File: src/hw/rtl/plnc_pkg.sv
// Shared types and codes for the per-node packet loss accounting block.
`timescale 1ns / 1ps
`default_nettype none

package plnc_pkg;

    localparam int NODE_W = 6;
    localparam int SEQ_W  = 16;
    localparam int CNT_W  = 32;

    typedef enum logic [1:0] {
        ST_IGNORED  = 2'd0,
        ST_INVALID  = 2'd1,
        ST_ACCEPTED = 2'd2
    } t_status;

    // Decoded request, carried from the accept stage to the update stage.
    typedef struct packed {
        t_status             status;
        logic [NODE_W-1:0]   node;
        logic [7:0]          count;
        logic [SEQ_W-1:0]    seq;
    } t_class;

    // One node's stored record.
    typedef struct packed {
        logic [SEQ_W-1:0]    last_seq;
        logic [CNT_W-1:0]    packets;
        logic [CNT_W-1:0]    samples;
        logic [CNT_W-1:0]    lost;
        logic [CNT_W-1:0]    invalid;
    } t_entry;

    typedef struct packed {
        t_status             status;
        logic [NODE_W-1:0]   node_index;
        logic [SEQ_W-1:0]    missed_packets;
        logic [SEQ_W-1:0]    previous_sequence;
        logic [CNT_W-1:0]    packets_total;
        logic [CNT_W-1:0]    samples_total;
        logic [CNT_W-1:0]    lost_total;
        logic [CNT_W-1:0]    invalid_total;
    } t_result;

endpackage

`default_nettype wire

File: src/hw/rtl/plnc_channels.sv
// Request and result channel interfaces of the packet loss accounting block.
`timescale 1ns / 1ps
`default_nettype none

interface plnc_req_if;
    logic        valid;
    logic        ready;
    logic [7:0]  frame_type;
    logic [7:0]  frame_length;
    logic [7:0]  src_node;
    logic [15:0] sequence_req;
    logic [7:0]  smp_count;

    modport source (output valid, frame_type, frame_length, src_node, sequence_req,
                    smp_count, input ready);
    modport sink   (input valid, frame_type, frame_length, src_node, sequence_req,
                    smp_count, output ready);
endinterface

interface plnc_rsp_if;
    logic        valid;
    logic        ready;
    logic [1:0]  status;
    logic [5:0]  node_index;
    logic [15:0] missed_packets;
    logic [15:0] previous_sequence;
    logic [31:0] packets_total;
    logic [31:0] samples_total;
    logic [31:0] lost_total;
    logic [31:0] invalid_total;

    modport source (output valid, status, node_index, missed_packets, previous_sequence,
                    packets_total, samples_total, lost_total, invalid_total, input ready);
    modport sink   (input valid, status, node_index, missed_packets, previous_sequence,
                    packets_total, samples_total, lost_total, invalid_total, output ready);
endinterface

`default_nettype wire

File: src/hw/rtl/plnc_classify.sv
// Header checks that sort a request into ignored, invalid or accepted.
`timescale 1ns / 1ps
`default_nettype none

module plnc_classify #(
    parameter int NODES        = 8,
    parameter int HEADER_BYTES = 16,
    parameter int MAX_SAMPLES  = 64
) (
    input  logic [7:0]      i_data_type_code,
    input  logic [7:0]      i_frame_type,
    input  logic [7:0]      i_frame_length,
    input  logic [7:0]      i_src_node,
    input  logic [15:0]     i_sequence_req,
    input  logic [7:0]      i_smp_count,
    output plnc_pkg::t_class o_class
);
    import plnc_pkg::*;

    localparam logic [9:0] MIN_LEN = 10'(HEADER_BYTES + 2);

    logic       sender_ok;
    logic       frame_ok;
    logic       count_bad;
    logic [9:0] want_len;

    always_comb begin
        sender_ok    = (i_src_node >= 8'd1) && (i_src_node <= 8'(NODES));
        want_len     = 10'(HEADER_BYTES) + {1'b0, i_smp_count, 1'b0};
        frame_ok     = (i_frame_length != 8'd0) && (i_frame_type == i_data_type_code)
                       && ({2'b00, i_frame_length} >= MIN_LEN);
        count_bad    = (i_smp_count == 8'd0) || (i_smp_count > 8'(MAX_SAMPLES))
                       || ({2'b00, i_frame_length} != want_len);

        o_class.node  = sender_ok ? NODE_W'(i_src_node - 8'd1) : '0;
        o_class.count = i_smp_count;
        o_class.seq   = i_sequence_req;
        if (!frame_ok || !sender_ok) begin
            o_class.status = ST_IGNORED;
        end else if (count_bad) begin
            o_class.status = ST_INVALID;
        end else begin
            o_class.status = ST_ACCEPTED;
        end
    end

endmodule

`default_nettype wire

File: src/hw/rtl/plnc_node_ram.sv
// Per-node record memory with registered read and per-entry valid bits.
`timescale 1ns / 1ps
`default_nettype none

module plnc_node_ram #(
    parameter int NODES = 8,
    parameter int IDX_W = 3
) (
    input  logic                 i_clk,
    input  logic                 i_rst_n,
    input  logic                 i_rd_en,
    input  logic [IDX_W-1:0]     i_rd_idx,
    output plnc_pkg::t_entry     o_rd_data,
    input  logic                 i_wr_en,
    input  logic [IDX_W-1:0]     i_wr_idx,
    input  plnc_pkg::t_entry     i_wr_data
);
    import plnc_pkg::*;

    t_entry           r_mem [NODES];
    logic [NODES-1:0] r_valid;
    t_entry           r_rd_data;
    logic             r_rd_valid;

    // Entries never written since reset read back as all zero.
    always_ff @(posedge i_clk) begin
        if (!i_rst_n) begin
            r_valid <= '0;
        end else if (i_wr_en) begin
            r_valid[i_wr_idx] <= 1'b1;
        end
    end

    always_ff @(posedge i_clk) begin
        if (i_wr_en) begin
            r_mem[i_wr_idx] <= i_wr_data;
        end
        if (i_rd_en) begin
            r_rd_data  <= r_mem[i_rd_idx];
            r_rd_valid <= r_valid[i_rd_idx];
        end
    end

    assign o_rd_data = r_rd_valid ? r_rd_data : '0;

endmodule

`default_nettype wire

File: src/hw/rtl/plnc_update.sv
// Counter and sequence-gap update of one node record.
`timescale 1ns / 1ps
`default_nettype none

module plnc_update (
    input  plnc_pkg::t_class  i_class,
    input  plnc_pkg::t_entry  i_entry,
    output plnc_pkg::t_entry  o_entry,
    output plnc_pkg::t_result o_result
);
    import plnc_pkg::*;

    logic [SEQ_W-1:0] gap;
    logic [SEQ_W-1:0] missed;

    always_comb begin
        gap    = i_class.seq - i_entry.last_seq;
        // A stored sequence of zero means nothing seen yet, so no loss is counted.
        missed = ((i_entry.last_seq != '0) && (gap > 16'd1)) ? gap - 16'd1 : '0;

        o_entry = i_entry;
        o_result = '0;
        if (i_class.status == ST_ACCEPTED) begin
            o_entry.last_seq = i_class.seq;
            o_entry.packets  = i_entry.packets + 32'd1;
            o_entry.samples  = i_entry.samples + {24'd0, i_class.count};
            o_entry.lost     = i_entry.lost + {16'd0, missed};
        end else if (i_class.status == ST_INVALID) begin
            o_entry.invalid  = i_entry.invalid + 32'd1;
        end

        if (i_class.status != ST_IGNORED) begin
            o_result.status            = i_class.status;
            o_result.node_index        = i_class.node;
            o_result.missed_packets    = (i_class.status == ST_ACCEPTED) ? missed : '0;
            o_result.previous_sequence = i_entry.last_seq;
            o_result.packets_total     = o_entry.packets;
            o_result.samples_total     = o_entry.samples;
            o_result.lost_total        = o_entry.lost;
            o_result.invalid_total     = o_entry.invalid;
        end
    end

endmodule

`default_nettype wire

File: src/hw/rtl/per_node_packet_loss_accounting_top.sv
// Top level of the per-node packet loss accounting block.
//
//  Channel   Direction  Handshake            Content
//  i_req     in         valid/ready          one received frame header
//  o_rsp     out        valid/ready          status and the node's updated totals
//  i_cfg_*   in         write enable only    data type code, reset value 1
//
// One request is taken per cycle when the result side keeps up; a result is
// held in the update stage and then in the output register. The node memory's
// single read port is read as a request is taken; the update stage writes back
// as its result moves out, with the last write forwarded to a following request
// for the same node. Reset clears the per-node valid bits at once; no clearing
// pass is needed. A stalled result holds one request in the update stage and blocks further ones.
`timescale 1ns / 1ps
`default_nettype none

module per_node_packet_loss_accounting_top #(
    parameter int NODES        = 8,
    parameter int HEADER_BYTES = 16,
    parameter int MAX_SAMPLES  = 64
) (
    input  logic        i_clk,
    input  logic        i_rst_n,
    input  logic        i_cfg_wr_en,
    input  logic [7:0]  i_cfg_wr_data,
    plnc_req_if.sink    i_req,
    plnc_rsp_if.source  o_rsp
);
    import plnc_pkg::*;

    localparam int IDX_W = (NODES > 1) ? $clog2(NODES) : 1;

    logic [7:0]       r_data_type_code;
    logic             r_s1_valid;
    t_class           r_s1;
    logic             r_out_valid;
    t_result          r_out;
    logic             r_fw_valid;
    logic [IDX_W-1:0] r_fw_idx;
    t_entry           r_fw_data;

    t_class           n_class;
    t_entry           rd_data;
    t_entry           cur_entry;
    t_entry           n_entry;
    t_result          n_out;
    logic             advance;
    logic             req_take;
    logic             wr_en;
    logic [IDX_W-1:0] s1_idx;
    logic [IDX_W-1:0] rd_idx;

    plnc_classify #(
        .NODES        (NODES),
        .HEADER_BYTES (HEADER_BYTES),
        .MAX_SAMPLES  (MAX_SAMPLES)
    ) u_classify (
        .i_data_type_code (r_data_type_code),
        .i_frame_type     (i_req.frame_type),
        .i_frame_length   (i_req.frame_length),
        .i_src_node       (i_req.src_node),
        .i_sequence_req   (i_req.sequence_req),
        .i_smp_count      (i_req.smp_count),
        .o_class          (n_class)
    );

    assign advance  = !r_out_valid || o_rsp.ready;
    assign req_take = i_req.valid && i_req.ready;
    assign rd_idx   = IDX_W'(n_class.node);
    assign s1_idx   = IDX_W'(r_s1.node);
    assign wr_en    = r_s1_valid && advance && (r_s1.status != ST_IGNORED);

    assign i_req.ready = !r_s1_valid || advance;

    plnc_node_ram #(
        .NODES (NODES),
        .IDX_W (IDX_W)
    ) u_node_ram (
        .i_clk     (i_clk),
        .i_rst_n   (i_rst_n),
        .i_rd_en   (req_take),
        .i_rd_idx  (rd_idx),
        .o_rd_data (rd_data),
        .i_wr_en   (wr_en),
        .i_wr_idx  (s1_idx),
        .i_wr_data (n_entry)
    );

    // The memory read may have missed the write of the request just ahead.
    assign cur_entry = (r_fw_valid && (r_fw_idx == s1_idx)) ? r_fw_data : rd_data;

    plnc_update u_update (
        .i_class  (r_s1),
        .i_entry  (cur_entry),
        .o_entry  (n_entry),
        .o_result (n_out)
    );

    always_ff @(posedge i_clk) begin
        if (!i_rst_n) begin
            r_data_type_code <= 8'd1;
            r_s1_valid       <= 1'b0;
            r_out_valid      <= 1'b0;
            r_fw_valid       <= 1'b0;
        end else begin
            if (i_cfg_wr_en) begin
                r_data_type_code <= i_cfg_wr_data;
            end
            if (req_take) begin
                r_s1_valid <= 1'b1;
            end else if (advance) begin
                r_s1_valid <= 1'b0;
            end
            if (advance) begin
                r_out_valid <= r_s1_valid;
            end
            if (wr_en) begin
                r_fw_valid <= 1'b1;
            end
        end
    end

    always_ff @(posedge i_clk) begin
        if (req_take) begin
            r_s1 <= n_class;
        end
        if (r_s1_valid && advance) begin
            r_out <= n_out;
        end
        if (wr_en) begin
            r_fw_idx  <= s1_idx;
            r_fw_data <= n_entry;
        end
    end

    assign o_rsp.valid             = r_out_valid;
    assign o_rsp.status            = r_out.status;
    assign o_rsp.node_index        = r_out.node_index;
    assign o_rsp.missed_packets    = r_out.missed_packets;
    assign o_rsp.previous_sequence = r_out.previous_sequence;
    assign o_rsp.packets_total     = r_out.packets_total;
    assign o_rsp.samples_total     = r_out.samples_total;
    assign o_rsp.lost_total        = r_out.lost_total;
    assign o_rsp.invalid_total     = r_out.invalid_total;

endmodule

`default_nettype wire

File: src/flat_wrapper.sv
// flat-port wrapper written by rule: the top's interface ports become plain ports
module per_node_packet_loss_accounting_top_flat import plnc_pkg::*;
#(
    parameter int NODES        = 8,
    parameter int HEADER_BYTES = 16,
    parameter int MAX_SAMPLES  = 64
)
  (i_clk, i_rst_n, i_cfg_wr_en, i_cfg_wr_data, i_req_valid, i_req_frame_type, i_req_frame_length, i_req_src_node, i_req_sequence_req, i_req_smp_count, i_req_ready, o_rsp_valid, o_rsp_status, o_rsp_node_index, o_rsp_missed_packets, o_rsp_previous_sequence, o_rsp_packets_total, o_rsp_samples_total, o_rsp_lost_total, o_rsp_invalid_total, o_rsp_ready);
  plnc_req_if i_req_i ();
  plnc_rsp_if o_rsp_i ();
  input  logic i_clk;
  input  logic i_rst_n;
  input  logic i_cfg_wr_en;
  input  logic [7:0] i_cfg_wr_data;
  input wire logic [$bits(i_req_i.valid)-1:0] i_req_valid;
  input wire logic [$bits(i_req_i.frame_type)-1:0] i_req_frame_type;
  input wire logic [$bits(i_req_i.frame_length)-1:0] i_req_frame_length;
  input wire logic [$bits(i_req_i.src_node)-1:0] i_req_src_node;
  input wire logic [$bits(i_req_i.sequence_req)-1:0] i_req_sequence_req;
  input wire logic [$bits(i_req_i.smp_count)-1:0] i_req_smp_count;
  output wire logic [$bits(i_req_i.ready)-1:0] i_req_ready;
  output wire logic [$bits(o_rsp_i.valid)-1:0] o_rsp_valid;
  output wire logic [$bits(o_rsp_i.status)-1:0] o_rsp_status;
  output wire logic [$bits(o_rsp_i.node_index)-1:0] o_rsp_node_index;
  output wire logic [$bits(o_rsp_i.missed_packets)-1:0] o_rsp_missed_packets;
  output wire logic [$bits(o_rsp_i.previous_sequence)-1:0] o_rsp_previous_sequence;
  output wire logic [$bits(o_rsp_i.packets_total)-1:0] o_rsp_packets_total;
  output wire logic [$bits(o_rsp_i.samples_total)-1:0] o_rsp_samples_total;
  output wire logic [$bits(o_rsp_i.lost_total)-1:0] o_rsp_lost_total;
  output wire logic [$bits(o_rsp_i.invalid_total)-1:0] o_rsp_invalid_total;
  input wire logic [$bits(o_rsp_i.ready)-1:0] o_rsp_ready;
  assign i_req_i.valid = i_req_valid;
  assign i_req_i.frame_type = i_req_frame_type;
  assign i_req_i.frame_length = i_req_frame_length;
  assign i_req_i.src_node = i_req_src_node;
  assign i_req_i.sequence_req = i_req_sequence_req;
  assign i_req_i.smp_count = i_req_smp_count;
  assign i_req_ready = i_req_i.ready;
  assign o_rsp_valid = o_rsp_i.valid;
  assign o_rsp_status = o_rsp_i.status;
  assign o_rsp_node_index = o_rsp_i.node_index;
  assign o_rsp_missed_packets = o_rsp_i.missed_packets;
  assign o_rsp_previous_sequence = o_rsp_i.previous_sequence;
  assign o_rsp_packets_total = o_rsp_i.packets_total;
  assign o_rsp_samples_total = o_rsp_i.samples_total;
  assign o_rsp_lost_total = o_rsp_i.lost_total;
  assign o_rsp_invalid_total = o_rsp_i.invalid_total;
  assign o_rsp_i.ready = o_rsp_ready;
  per_node_packet_loss_accounting_top #(.NODES(NODES), .HEADER_BYTES(HEADER_BYTES), .MAX_SAMPLES(MAX_SAMPLES)) u_core (.i_clk(i_clk), .i_rst_n(i_rst_n), .i_cfg_wr_en(i_cfg_wr_en), .i_cfg_wr_data(i_cfg_wr_data), .i_req(i_req_i), .o_rsp(o_rsp_i));
endmodule
File: config.mk
export PLATFORM = sky130hd
export DESIGN_NAME = per_node_packet_loss_accounting_top_flat
export DESIGN_NICKNAME = d
export VERILOG_FILES = /design/src/hw/rtl/plnc_pkg.sv /design/src/hw/rtl/plnc_channels.sv /design/src/hw/rtl/plnc_classify.sv /design/src/hw/rtl/plnc_node_ram.sv /design/src/hw/rtl/plnc_update.sv /design/src/hw/rtl/per_node_packet_loss_accounting_top.sv /design/src/flat_wrapper.sv
export SDC_FILE = /design/constraint.sdc
export NUM_CORES = 2
export LEC_CHECK = 0
export ABC_AREA = 1
export BUFFER_PORTS_ARGS = -buffer_cell sky130_fd_sc_hd__buf_2
export CAP_MARGIN = 10
export CELL_PAD_IN_SITES_DETAIL_PLACEMENT = 0
export CELL_PAD_IN_SITES_GLOBAL_PLACEMENT = 1
export CORE_ASPECT_RATIO = 1.2
export CORE_UTILIZATION = 46
export DETAILED_ROUTE_END_ITERATION = 7
export GPL_ROUTABILITY_DRIVEN = 0
export GPL_TIMING_DRIVEN = 0
export PLACE_DENSITY_LB_ADDON = 0.1
export SETUP_SLACK_MARGIN = 0.5
export SYNTH_ARGS = -nofsm -noshare
export SYNTH_HDL_FRONTEND = slang
export SYNTH_SLANG_ARGS = --single-unit
File: constraint.sdc
create_clock -name i_clk -period 74.3 [get_ports i_clk]
set_clock_uncertainty 0.1 [all_clocks]
set_input_delay 3.715 -clock i_clk [delete_from_list [all_inputs] [get_ports i_clk]]
set_output_delay 3.715 -clock i_clk [all_outputs]
set_load 0.03 [all_outputs]
==> results by group <==
Run status
  • Outcome: completed

Global route
  • Grt ovf: 0
  • First-pass GRT wire length: 316 mm
  • Vias in the first global route: 45,400
  • Maximum number of pins on one net before global-route repair: 104
  • GRT Util Overall: 28.9%
  • Initial antenna violation count: 11

Timing
  • Crit share post-route: 12.9%
  • Relative slew margins: 6.74%
  • Slew @ Worst Pin: 1.40 ns
  • Hold violation total from the final report: 0
  • Slew Limit Fails: 0
  • Max frequency: 0.104 GHz
  • Endpoints failing setup: 0
  • Setup_tns: 0 ns
  • Tmin final: 9.58 ns
  • Unrepaired setup endpoints after global routing: no

Layout
  • Commonest non-fill, non-tap cell in the layout: edfxtp_1
  • Area grow syn2layout: 15.7%
  • Total Nets Final: 6,381
  • Layout cell share with drive strength beyond 1: 13.0%
  • Finished Core Util: 53.6%
  • Fin cells: 8,391
  • Most frequent cells in the layout: edfxtp_1, nor2_1, o21ai_0, nand2_1, nand3_1
  • Filler instances: 12,900

Worst setup path
  • Cell mode on critical path: nand2_1
  • Startpoint types: flip-flop
  • Crit-path max FO: 10
  • Critical Path AT: 10.13 ns
  • Critical path endpoint category: flip-flop
  • Worst Reg-to-Reg Cells: 38
  • WS Path Type: reg2reg
  • Data required, critical path: 74.84 ns
  • Crit-path max cell delay: 0.76 ns
  • CP max-delay cell: a21boi_0

Die
  • I/O Pins: 231
  • Area of the die: 0.153 sq mm
  • Chip Height: 429 microns
  • # rows: 156
  • Die Wd: 357 microns
  • Effective utilization at floorplan: 46.3%
  • Core ar.: 0.150 sq mm

Power
  • Worst VDD drop: 0.0000254 V
  • Final Total Pwr: 0.00207 W
  • PwrDens: 25.6 mW/mm^2
  • Pleak: 29.0 nW

Route
  • WL met1: 92.5 mm
  • DR vias/cell: 5.68
  • Routed wire length: 222 mm
  • DR pass1 iterations: 7
  • DR top layer: met5
  • Iter 0 DRT Violations: 5,162
  • DR WL met3: 16.7 mm
  • Vias: 47,600
  • Metal2 WL: 106 mm
  • Remaining DRCs: 0
  • Antenna Nets Post-Route: 0
  • Wire length per cell: 26.5 microns

Logic synthesis
  • Synth top area share: 70.8%
  • Number of synthesized flops with an enable pin: 1,644
  • Largest cells by area after synthesis: edfxtp_1, o21ai_0, nor2_1
  • Mapped Cells: 5,704
  • Ys flop type: edfxtp_1
  • Sequential area share after synthesis: 71.3%
  • Ys Warns: 0
  • Mean Syn Cell Area: 12.2 sq um
  • Yosys cell types: 63
  • Fraction of registers with async set or reset after synthesis: 0%
  • Cell Area, Synth: 0.0697 sq mm
  • Synthesized flop and latch total: 1,663
  • Syn Nets: 5,809
  • Yosys top cell by area: edfxtp_1

Placement
  • Cells after DPL: 8,079
  • Hpwl dp: 155 mm
  • Port Buffer Count: 229

Clock tree
  • CTS H-Tree Depth: 4
  • Sink Count: 1,663
  • CTS max path bufs: 3
  • Clock Latency Late Sink: 0.84 ns
  • CTS tree: built
  • Setup Fix Bufs, Post-CTS: 0
  • Resized Gates After CTS: 0
  • Root Driver: clkbuf_16
  • TritonCTS buffer count: 167
  • Clock transition at the registers of the reported paths: 0.07 ns
  • CTS hold repair buffers: 0

Run
  • Number of max-cap violations: 0

Worst hold path
  • Hold Crit Class: reg2reg
  • Hold depth: 2
cell type report:
cell class	count	area, sq um	share of cell area (%)
multi-input combinational	3394	17400	21.6
clock inverter	98	1200	1.49
buffer	316	1370	1.70
sequential	1663	49700	61.7
inverter	331	1270	1.58
timing repair buffer	403	2770	3.43
antenna	4	10.0	0.0124
clock buffer	207	4400	5.45
tap	1975	2470	3.06
logic make-up after synthesis:
logic type / Yosys count / share of synthesized area, %
AND/OR/NAND/NOR: 1875 / 11.5
AO/OA/AOI/OAI: 1374 / 11.4
XOR/XNOR: 101 / 1.28
adder cells (fa/ha/maj): 44 / 0.811
buffers and inverters: 647 / 3.72
flip-flops: 1663 / 71.3
stage by stage:
stage / instance area (sq um) / hold WS [ns] / setup slack, ns
floorplan: 69700 / 0.335 / 48.50
global placement: 73400 / 0.344 / 28.49
detailed placement: 75100 / 0.353 / 64.61
CTS: 80700 / 0.367 / 64.90
global route: 80700 / 0.378 / 64.31
finish: 80700 / 0.363 / 64.72
Yosys cell counts (32+ instances only):
master and number:
nor3_1 46, clkbuf_1 247, xnor2_1 35, ha_1 42
inv_1 309, edfxtp_1 1644, a31oi_1 139, nand3_1 313
o21ai_0 769, a21oi_1 95, o21bai_1 291, nand2_1 530
xor2_1 65, nand4_1 32, nor2_1 844
path summary, 6_finish.rpt:
| kind | startpoint | endpoint | slack, ns |
|---|---|---|---|
| max reg2reg | u_core.u_node_ram.r_rd_valid | u_core.o_rsp.lost_total[30] | 64.72 |
| min | u_core.u_node_ram.r_valid[1] | u_core.u_node_ram.r_valid[1] | 0.36 |
| max | u_core.u_node_ram.r_rd_valid | u_core.o_rsp.lost_total[30] | 64.72 |
| min reg2reg | u_core.u_node_ram.r_valid[1] | u_core.u_node_ram.r_valid[1] | 0.36 |
sequential cells by signal, indices dropped and copies added (netlist names), 2 cells and up:
signal	count
u_core.o_rsp.previous_sequence	16
u_core.u_node_ram.r_mem	1152
u_core.o_rsp.node_index	6
u_core.r_data_type_code	8
u_core.r_fw_data	144
u_core.r_s1	32
u_core.u_node_ram.r_valid	8
u_core.o_rsp.lost_total	32
u_core.u_node_ram.r_rd_data	144
u_core.o_rsp.packets_total	32
u_core.o_rsp.samples_total	32
u_core.r_fw_idx	3
u_core.o_rsp.status	2
u_core.o_rsp.invalid_total	32
u_core.o_rsp.missed_packets	16
power by group:
group / switching (W) / total, W / internal, W
combinational: 0.000102 / 0.000134 / 0.0000322
clock: 0.000371 / 0.000872 / 0.000501
sequential: 0.00000603 / 0.00106 / 0.00105
total: 0.000479 / 0.00207 / 0.00159
critical path, delay by kind of cell (launching register included):
family,cells,cell delay (ns)
compound gates,7,1.84
xor+xnor,1,0.74
fa+ha+maj,3,0.78
buf+inv,11,3.24
flops,1,0.31
simple gates,16,2.29
metal layers:
layer / GRT usage [%] / up-vias
met5: 0 / -
met4: 10.0 / 4
met3: 4.64 / 321
met2: 46.5 / 1907
met1: 39.7 / 23800
li1: - / 21600
(Power assumes the default switching activity.)
